<file path="config.mk">
export PLATFORM = sky130hd
export DESIGN_NAME = bff_ram
export DESIGN_NICKNAME = d
export VERILOG_FILES = /design/src/sv/bff_ram.sv
export SDC_FILE = /design/constraint.sdc
export NUM_CORES = 1
export LEC_CHECK = 0
export BUFFER_PORTS_ARGS = -buffer_cell sky130_fd_sc_hd__buf_2
export CAP_MARGIN = 20
export CELL_PAD_IN_SITES_DETAIL_PLACEMENT = 2
export CELL_PAD_IN_SITES_GLOBAL_PLACEMENT = 2
export CORE_MARGIN = 2
export CORE_UTILIZATION = 30
export CTS_CLUSTER_DIAMETER = 50
export DETAILED_ROUTE_END_ITERATION = 8
export GPL_ROUTABILITY_DRIVEN = 1
export PLACE_DENSITY_LB_ADDON = 0.1
export SYNTH_ARGS = -nofsm -noshare
export SYNTH_HDL_FRONTEND = slang
export SYNTH_SLANG_ARGS = --single-unit
</file>
<file path="constraint.sdc">
create_clock -name clk -period 2.68 [get_ports clk]
set_clock_uncertainty 0.15 [all_clocks]
set_input_delay 0.402 -clock clk [delete_from_list [all_inputs] [get_ports clk]]
set_output_delay 0.402 -clock clk [all_outputs]
set_load 0.01 [all_outputs]
</file>
<file path="src/sv/bff_ram.sv">
// generic simple dual-port ram with registered read
module bff_ram #(
  parameter int WIDTH = 8,
  parameter int DEPTH = 16
) (
  input  logic                     clk,
  input  logic                     we,
  input  logic [$clog2(DEPTH)-1:0] waddr,
  input  logic [WIDTH-1:0]         wdata,
  input  logic [$clog2(DEPTH)-1:0] raddr,
  output logic [WIDTH-1:0]         rdata
);
  logic [WIDTH-1:0] mem [DEPTH];

  always_ff @(posedge clk) begin
    if (we) begin
      mem[waddr] <= wdata;
    end
    rdata <= mem[raddr];
  end
endmodule

</file>
==> results of run 1 <==
==> routing by layer <==
layer  share of wire  wire length [um]
met1            0.48              5750
met2            0.47              5670
met3           0.034               415
met4           0.017               202
met5               0                 0
==> report_power, final <==
| group | internal, mW | switching [mW] | leakage, nW | total [mW] |
|---|---|---|---|---|
| logic | 0.0997 | 0.140 | 0.595 | 0.240 |
| clock network | 1.40 | 0.831 | 0.281 | 2.23 |
| registers | 2.38 | 0.0149 | 1.22 | 2.39 |
==> final cells by class <==
class                           instances  share of cell area
Timing Repair Buffer                   46              0.0515
Clock buffer                           22              0.0746
Sequential cell                       136               0.643
Clock inverter                         10              0.0163
Multi-Input combinational cell         83               0.170
Tap cell                              220              0.0442
==> layout by cell type, fill, tap and decap left out, types with 6 or more instances in the layout <==
cell	instances
buf_4	18
mux4_2	18
edfxtp_1	128
clkbuf_16	17
dfxtp_1	8
mux4_1	14
a22oi_1	16
nor2_1	13
nand2_1	9
buf_2	25
clkinv_2	6
==> worst reg2reg max path: stages (launching register included) <==
cell	delay [ns]
edfxtp_1	0.37
mux4_2	0.47
a22oi_1	0.36
nand2_1	0.12
==> flip-flops by register name, summed over array words and instances (netlist names) <==
name,flops
mem,128
rdata,8
==> cell families (layout without fill, tap and decap cells) <==
group,count (synthesis),count (layout),synth area share
DFF,136,136,0.778
and+or+nand+nor,35,35,0.0318
muxes,32,32,0.150
AOI/OAI and AO/OA,16,16,0.0233
buffers and inverters,10,78,0.0168
==> how the worst max path moves through the flow <==
stage                        start   endpoint  cells after the start
final                     raddr[0]   rdata[2]                      5
after global routing      raddr[0]   rdata[3]                      5
after CTS                 raddr[0]   rdata[1]                      5
after detailed placement  raddr[0]   rdata[2]                      5
after global placement    raddr[0]   rdata[2]                      5
after floorplan           waddr[2]  mem[0][0]                      2
==> synthesized netlist by cell type <==
library cell / n
a22oi_1: 16
and2_1: 1
and2b_1: 1
buf_2: 3
buf_4: 1
buf_6: 3
clkdlybuf4s25_2: 3
dfxtp_1: 8
edfxtp_1: 128
mux4_1: 14
mux4_2: 18
nand2_1: 9
nand2b_1: 2
nand3_1: 1
nand3b_1: 2
nor2_1: 13
nor2b_1: 1
nor3_1: 4
or3b_2: 1
==> per-stage QoR <==
step | setup slack (ns) | cell area [um2] | utilization | power (mW)
2_1_floorplan | 0.635 | 5150 | - | 2.56
3_3_place_gp | 0.489 | 5660 | 0.339 | 2.68
3_5_place_dp | 0.494 | 5660 | 0.339 | 2.68
4_1_cts | 0.928 | 6220 | 0.373 | 4.94
5_1_grt | 0.863 | 6220 | 0.373 | 5.04
6_report | 0.955 | 6220 | 0.373 | 4.87
==> results.md, run 1 <==
- Residual DRC count: 0
- Sequential share of the synthesized area: 0.778
- WL/cell: between 20 and 25 um
- Die area: between 0.015 and 0.02 mm2
- Buf/Inv on CP: 2
- Dominant cell type by area after synthesis: edfxtp_1
- Critical Path Slowest Stage Cell: mux4_1
- Total track usage: 0.146
- Clock transition at path regs: about 0.050 ns
- Post-route non-filler standard cell count: a little over 500
- Syn Inst Count: between 200 and 250
- Setup violators final: 0
- Area Overhead vs Synth: 20.9%
- First-pass DRT Iterations: 4
- Via count: 2434
- Initial antenna violation count: 0
- Hold depth: 1
- Row count: between 40 and 50
- Setup TNS: 0 ns
- Most Used Layer, Global Route: met2
- Iter 0 DRT Violations: roughly 240
- Worst Path Max Fanout: 16
- Leakage power: 2.10 nW
- CTS buffer count: 17
- Slew HR: 0.686
- Min Tclk post-route: 1.73 ns
- Clk buf depth: 2
- Clock sinks: between 100 and 150
- Worst-Margin Slew: 0.472 ns
- Hold Slack: approximately 0.23 ns
- Root Driver: clkbuf_16
- Layout cells sized above 1: 0.313
- First-pass GRT wire length: around 18 mm
- Final-stage net count: 302
- Crit path max-delay family: multiplexers
- Antenna Cells: 0
- DP Wirelength: around 7.7 mm
- Die width: 135 um
- Final ANT Viol Nets: 0
- Io pins: 26
- Setup CP Type: primary input to register
- Fin crit share: 0.644
- PD cells: approximately 780 mW/mm2
- Met1 Resource Use GR: 0.200
- GP Congestion: roughly 0.68
- Hold-fix buffers at CTS: 0
- H-tree depth: 4
- FF+latch area: roughly 0.004 mm2
- Clk Latency, worst-skew pair: 0.42 ns
- Core box area: between 0.015 and 0.02 mm2
- Peak VDD IR: 390 uV
- Seq cells post-synth: 136
- Fin. max-slew vios: 0
- Max Clock Freq: about 580 MHz
- Syn Std Cell Area: 0.00515 mm2
- DR vias/cell: 4.71
- Status: finished, final reports clean
- Filler cell count in the final layout: 1623
- Footprint of the multi-input gates: 0.00106 mm2
- Synth warn: 0
- Post-CTS Setup Inserts: 0
- Max incr delay on CP: a little under 0.6 ns
- Hold Vio Cnt, Final: 0
- Share of the synthesized area in the top cell type: 0.747
- RSZ-0062 raised after global routing: no
- Nature of the critical path startpoint: primary input
- Post-CTS Resized: 0
- Largest net degree at the start of global routing: 33
- Synth top area cells: edfxtp_1 75%, mux4_2 7.9%, mux4_1 7.1%
- Min-Delay Path Class: primary input to register
- Dpl cells: between 400 and 500
- Vias in the first global route: 2689
- Data required, critical path: around 2.8 ns
- CTS tree: done
- CP Cell Sequence: buf_2, buf_12, mux4_1, a22oi_1, nand2_1
- Crit path capture type: register
- Reg2reg path depth: 3
- Syn Nets: roughly 250
- WP data arrival: roughly 1.9 ns
- Netlist cell types: 19
- Register-to-register setup slack: ~1.1 ns
- R2r startpoint: mem[2][6]
- Routed wire length: ~12 mm
- Met3 Use GR: 0.0405
- Die H: 135 um
- Initial Utilization: 0.308
- MaxCap Viol Count: 0
- Avg Inst Size Synth: ~22 um2
- Worst Hold Launch: wdata[2]
- GRT overflow: 0
- Worst R2R End: rdata[6]
- Min-Delay Endpoint: mem[1][2]
- Met2 Use GR: 0.221
- Port bufs: 25
Note: power is estimated with default switching activity, not from simulation.
==> run 2: changes to the inputs <==
Settings changed: ABC_AREA set to 1.
Clock period 2.68 ns to 1.4 ns, I/O delays scaled along.
==> results.md, run 2 <==
- Setup violators final: 0
- Setup CP Type: register to output pin
- MaxCap Viol Count: 0
- Max Clock Freq: between 700 and 800 MHz
- Syn Nets: around 570
- Final non-filler cell area: roughly 0.0070 mm2
- Total track usage: 0.183
- Worst Hold Launch: wdata[2]
- Cell with the most instances after synthesis: nand2_1
- Vias in the first global route: approximately 4300
- Leakage power: about 3 nW
- Iter 0 DRT Violations: around 190
- Dpl cells: between 800 and 900
- GP Congestion: 0.753
- H-tree depth: 4
- Final ANT Viol Nets: 0
- Post-route non-filler standard cell count: roughly 850
- DP Wirelength: 10.8 mm
- Crit path capture type: output pin
- Crit path max-delay family: flip-flops
- Hold-fix buffers at CTS: 0
- Max incr delay on CP: approximately 0.37 ns
- Nature of the critical path startpoint: register
- Cell area after placement: around 0.0063 mm2
- Routed wire length: between 15 and 20 mm
- Root Driver: clkbuf_16
- Min-Delay Path Class: primary input to register
- Dominant cell type by area after synthesis: edfxtp_1
- Peak VDD IR: slightly below 800 uV
- CTS tree: done
- Io pins: 26
- Initial antenna violation count: 0
- Worst-Margin Slew: 0.426 ns
- Critical Path Slowest Stage Cell: dfxtp_1
- CP Cell Sequence: buf_2
- Hold Slack: between 0.06 and 0.07 ns
- Setup ws final: between 0.07 and 0.08 ns
- Synth Flop Type: edfxtp_1
- PD cells: roughly 1500 mW/mm2
- Max reg flops: between 100 and 150
- Area Overhead vs Synth: 20.7%
- Die width: between 100 and 150 um
- Final-stage net count: 617
- Min Tclk post-route: between 1 and 1.5 ns
- Post-CTS Resized: 0
- First-pass DRT Iterations: 4
- Row count: 50
- Via count: between 3000 and 4000
- Initial Utilization: 0.307
- Register with the most flip-flops: mem
- EDFF count, synth: roughly 130
- Commonest non-fill, non-tap cell in the layout: nand2_1
- Sequential share of the synthesized area: 0.694
- Clock sinks: about 140
- Commonest non-fill, non-tap cells in the layout: 173 x nand2_1, 128 x edfxtp_1, 100 x inv_1
- Port bufs: 25
- Worst slack at placement: -0.149 ns
- First-pass GRT wire length: about 27 mm
- Buf/Inv on CP: 1
- Syn Inst Count: 551
- Hold depth: 1
- Largest net degree at the start of global routing: 44
- Top flop regs: mem x128, rdata x8
- Async S/R FF share, synth: 0
- Avg Inst Size Synth: ~10 um2
- Post-CTS Setup Inserts: 0
- Fin crit share: 0.944
- Fin. max-slew vios: 0
- Synth top area cells: edfxtp_1 67%, nand2_1 11%, nand3_1 8.4%
- DR vias/cell: between 4 and 5
- Share of the synthesized area in the top cell type: 0.667
- CTS buffer count: 17
- Die area: between 0.02 and 0.025 mm2
- Synth warn: 0
- Syn Std Cell Area: about 0.0058 mm2
- WL/cell: 20.1 um
- Hold Vio Cnt, Final: 0
- Die H: 143 um
- Worst Path Max Fanout: 1
- Clk buf depth: 2
- Clock transition at path regs: about 0.060 ns
- Antenna Cells: 0
- Worst R2R End: rdata[1]
- Slew HR: 0.716
- GRT overflow: 0
- Top post-synthesis cells by count: 173 x nand2_1, 128 x edfxtp_1, 100 x inv_1, 97 x nand3_1, 17 x nor2_1
- Residual DRC count: 0
- Reg2reg path depth: 6
- Data required, critical path: 1.04 ns
- RSZ-0062 raised after global routing: no
- Clk Latency, worst-skew pair: 0.43 ns
- WP data arrival: roughly 0.96 ns
- Seq cells post-synth: 136
- Status: finished, final reports clean
- Register-to-register setup slack: 0.20 ns
- Layout cells sized above 1: 0.136
- Final core occ: 0.371
- R2r startpoint: mem[10][1]
- Min-Delay Endpoint: mem[3][2]
- Netlist cell types: 12
- Core box area: roughly 0.019 mm2
==> run 2: kinds of logic (layout without fill, tap and decap cells) <==
kind of cell | Yosys count | after routing | synth area share
DFF | 136 | 136 | 0.694
buffers and inverters | 126 | 187 | 0.0952
and+or+nand+nor | 289 | 289 | 0.210
==> run 2: per-stage QoR <==
step	TNS [ns]	power, mW
after floorplan	0	4.99
after global placement	-1.09	5.31
after detailed placement	-1.73	5.33
after CTS	0	10.4
after global routing	0	10.7
final	0	10.3
==> run 2: report_power, final <==
group | internal, mW | switching (mW)
Clock | 3.31 | 1.75
Sequential | 4.55 | 0.0352
Combinational | 0.195 | 0.446
==> run 2: worst max-delay path by stage <==
stage	startpoint	end	slack, ns	cells past startpoint
after floorplan	waddr[3]	mem[4][0]	0.09	2
after global placement	raddr[0]	rdata[0]	-0.13	8
after detailed placement	raddr[0]	rdata[6]	-0.15	8
after CTS	rdata[2]	rdata[2]	0.05	1
after global routing	rdata[2]	rdata[2]	0.04	1
final	rdata[2]	rdata[2]	0.08	1
==> run 2: final cells by class <==
cell class                 instances  area, um2
clock buffer                      17        425
clock inverter                    15        231
fill                            2018      11800
inverter                         102        383
multi-input combinational        289       1210
sequential                       136       4000
tap                              234        293
timing repair buffer              53        410
==> run 2: routing by layer <==
layer / share of wire / global-route usage / up-vias / routed length (um)
li1: - / - / 1869 / -
met1: 0.50 / 0.257 / 1983 / 8510
met2: 0.47 / 0.288 / 40 / 7910
met3: 0.020 / 0.0382 / 17 / 346
met4: 0.012 / 0.0516 / 0 / 196
met5: 0 / 0 / - / 0
==> run 3: changes to the inputs <==
Settings changed: SETUP_SLACK_MARGIN set to 0.15.
==> results.md, run 3 (synthesis results as in run 2) <==
- Status: finished, final reports clean
- CP Cell Sequence: buf_6
- Buf/Inv on CP: 1
- Register with the most flip-flops: mem
- Clk buf depth: 2
- Fin. max-slew vios: 0
- Max incr delay on CP: around 0.35 ns
- Layout cells sized above 1: 0.184
- Final ANT Viol Nets: 0
- Initial antenna violation count: 0
- Clock sinks: 136
- Die H: between 100 and 150 um
- Max reg flops: 128
- Die area: between 0.02 and 0.025 mm2
- Commonest non-fill, non-tap cells in the layout: 173 x nand2_1, 128 x edfxtp_1, 100 x inv_1
- Setup violators final: 0
- Vias in the first global route: roughly 4300
- Reg2reg path depth: 6
- H-tree depth: 4
- First-pass DRT Iterations: 4
- Top flop regs: mem x128, rdata x8
- WL/cell: just over 20 um
- Setup CP Type: register to output pin
- Commonest non-fill, non-tap cell in the layout: nand2_1
- Via count: about 4000
- Slew HR: 0.722
- Routed wire length: around 17 mm
- PD cells: ~1400 mW/mm2
- Worst-Margin Slew: 0.417 ns
- RSZ-0062 raised after global routing: yes
- Largest net degree at the start of global routing: 31
- Leakage power: 3.09 nW
- GP Congestion: slightly above 0.7
- CP Depth: 1
- DR vias/cell: ~4.6
- MaxCap Viol Count: 0
- Final non-filler cell area: just over 0.007 mm2
- Cell area after placement: roughly 0.0065 mm2
- Nature of the critical path startpoint: register
- Hold Vio Cnt, Final: 0
- CTS buffer count: 17
- Setup TNS: 0 ns
- Row count: 50
- Peak VDD IR: roughly 960 uV
- GRT overflow: 0
- Port bufs: 25
- Post-route non-filler standard cell count: 855
- Residual DRC count: 0
- Antenna Cells: 0
- WP data arrival: about 0.89 ns
- Die width: about 140 um
- Io pins: 26
- Final-stage net count: 626
- Max Clock Freq: ~800 MHz
- Initial Utilization: 0.307
- Hold-fix buffers at CTS: 0
- Worst Path Max Fanout: 1
- Crit path capture type: output pin
- Critical Path Slowest Stage Cell: dfxtp_4
- Core box area: roughly 0.019 mm2
- Data required, critical path: around 1.0 ns
- Fin crit share: 0.893
- DP Wirelength: around 12 mm
- CTS tree: done
- Total track usage: 0.183
- Crit path max-delay family: flip-flops
- Pwr Total: 9.98 mW
- First-pass GRT wire length: about 27 mm
- Hold depth: 4
- Dpl cells: 823
- Area Overhead vs Synth: 24.3%
- Clk Latency, worst-skew pair: between 0.4 and 0.5 ns
- Root Driver: clkbuf_16
- Clock transition at path regs: 0.06 ns
- Min Tclk post-route: ~1.3 ns
- Min-Delay Path Class: primary input to register
- Iter 0 DRT Violations: 154
[run 3: cell types whose count changed in the layout (fill, tap and decap cells not counted), moves of 6 or more]
cell / before / now
dfxtp_2: 0 / 6
nand3_1: 97 / 89
dfxtp_1: 8 / 1
buf_2: 25 / 19
nand3_2: 0 / 8
buf_12: 6 / 13
buf_6: 0 / 6
[run 3: report_power, final]
group	leakage (nW)	internal [mW]	total [mW]	switching (mW)
logic	1.56	0.248	0.703	0.456
clock network	0.305	2.95	4.68	1.73
registers	1.22	4.56	4.59	0.0380
[run 3: layout make-up]
type                            count  area [um2]
Clock buffer                       17         425
Multi-Input combinational cell    289        1270
Tap cell                          234         293
Sequential cell                   136        4020
Timing Repair Buffer               62         603
Inverter                          102         383
Fill cell                        2012       11600
Clock inverter                     15         184
[run 3: metrics by stage]
| step | hold WS [ns] | setup slack, ns | utilization |
|---|---|---|---|
| final | 0.0479 | 0.150 | 0.382 |
| after global placement | 0.458 | -0.0877 | 0.345 |
| after global routing | 0.0482 | 0.124 | 0.382 |
| after floorplan | 0.159 | 0.0892 | - |
| after CTS | 0.0447 | 0.125 | 0.380 |
| after detailed placement | 0.467 | -0.101 | 0.345 |
[run 3: per-layer routing]
| metal | GRT usage | wire length, um |
|---|---|---|
| met2 | 0.315 | 8720 |
| met3 | 0.0309 | 322 |
| met4 | 0.0573 | 230 |
| met5 | 0 | 0 |
| met1 | 0.237 | 8130 |
[run 3: worst paths after layout]
path | startpoint | slack (ns) | to
setup reg to reg | mem[1][6] | 0.22 | rdata[6]
hold reg to reg | mem[13][5] | 0.54 | rdata[5]
hold / removal | raddr[2] | 0.05 | rdata[1]
setup / recovery | rdata[2] | 0.15 | rdata[2]
[run 3: timing repair]
item / 4_1_cts / 5_1_grt
resized for setup: 11 / 11
endpoints found under the hold margin: 0 / 0
setup buffers: 0 / 0
setup endpoints to repair: 6 / 14
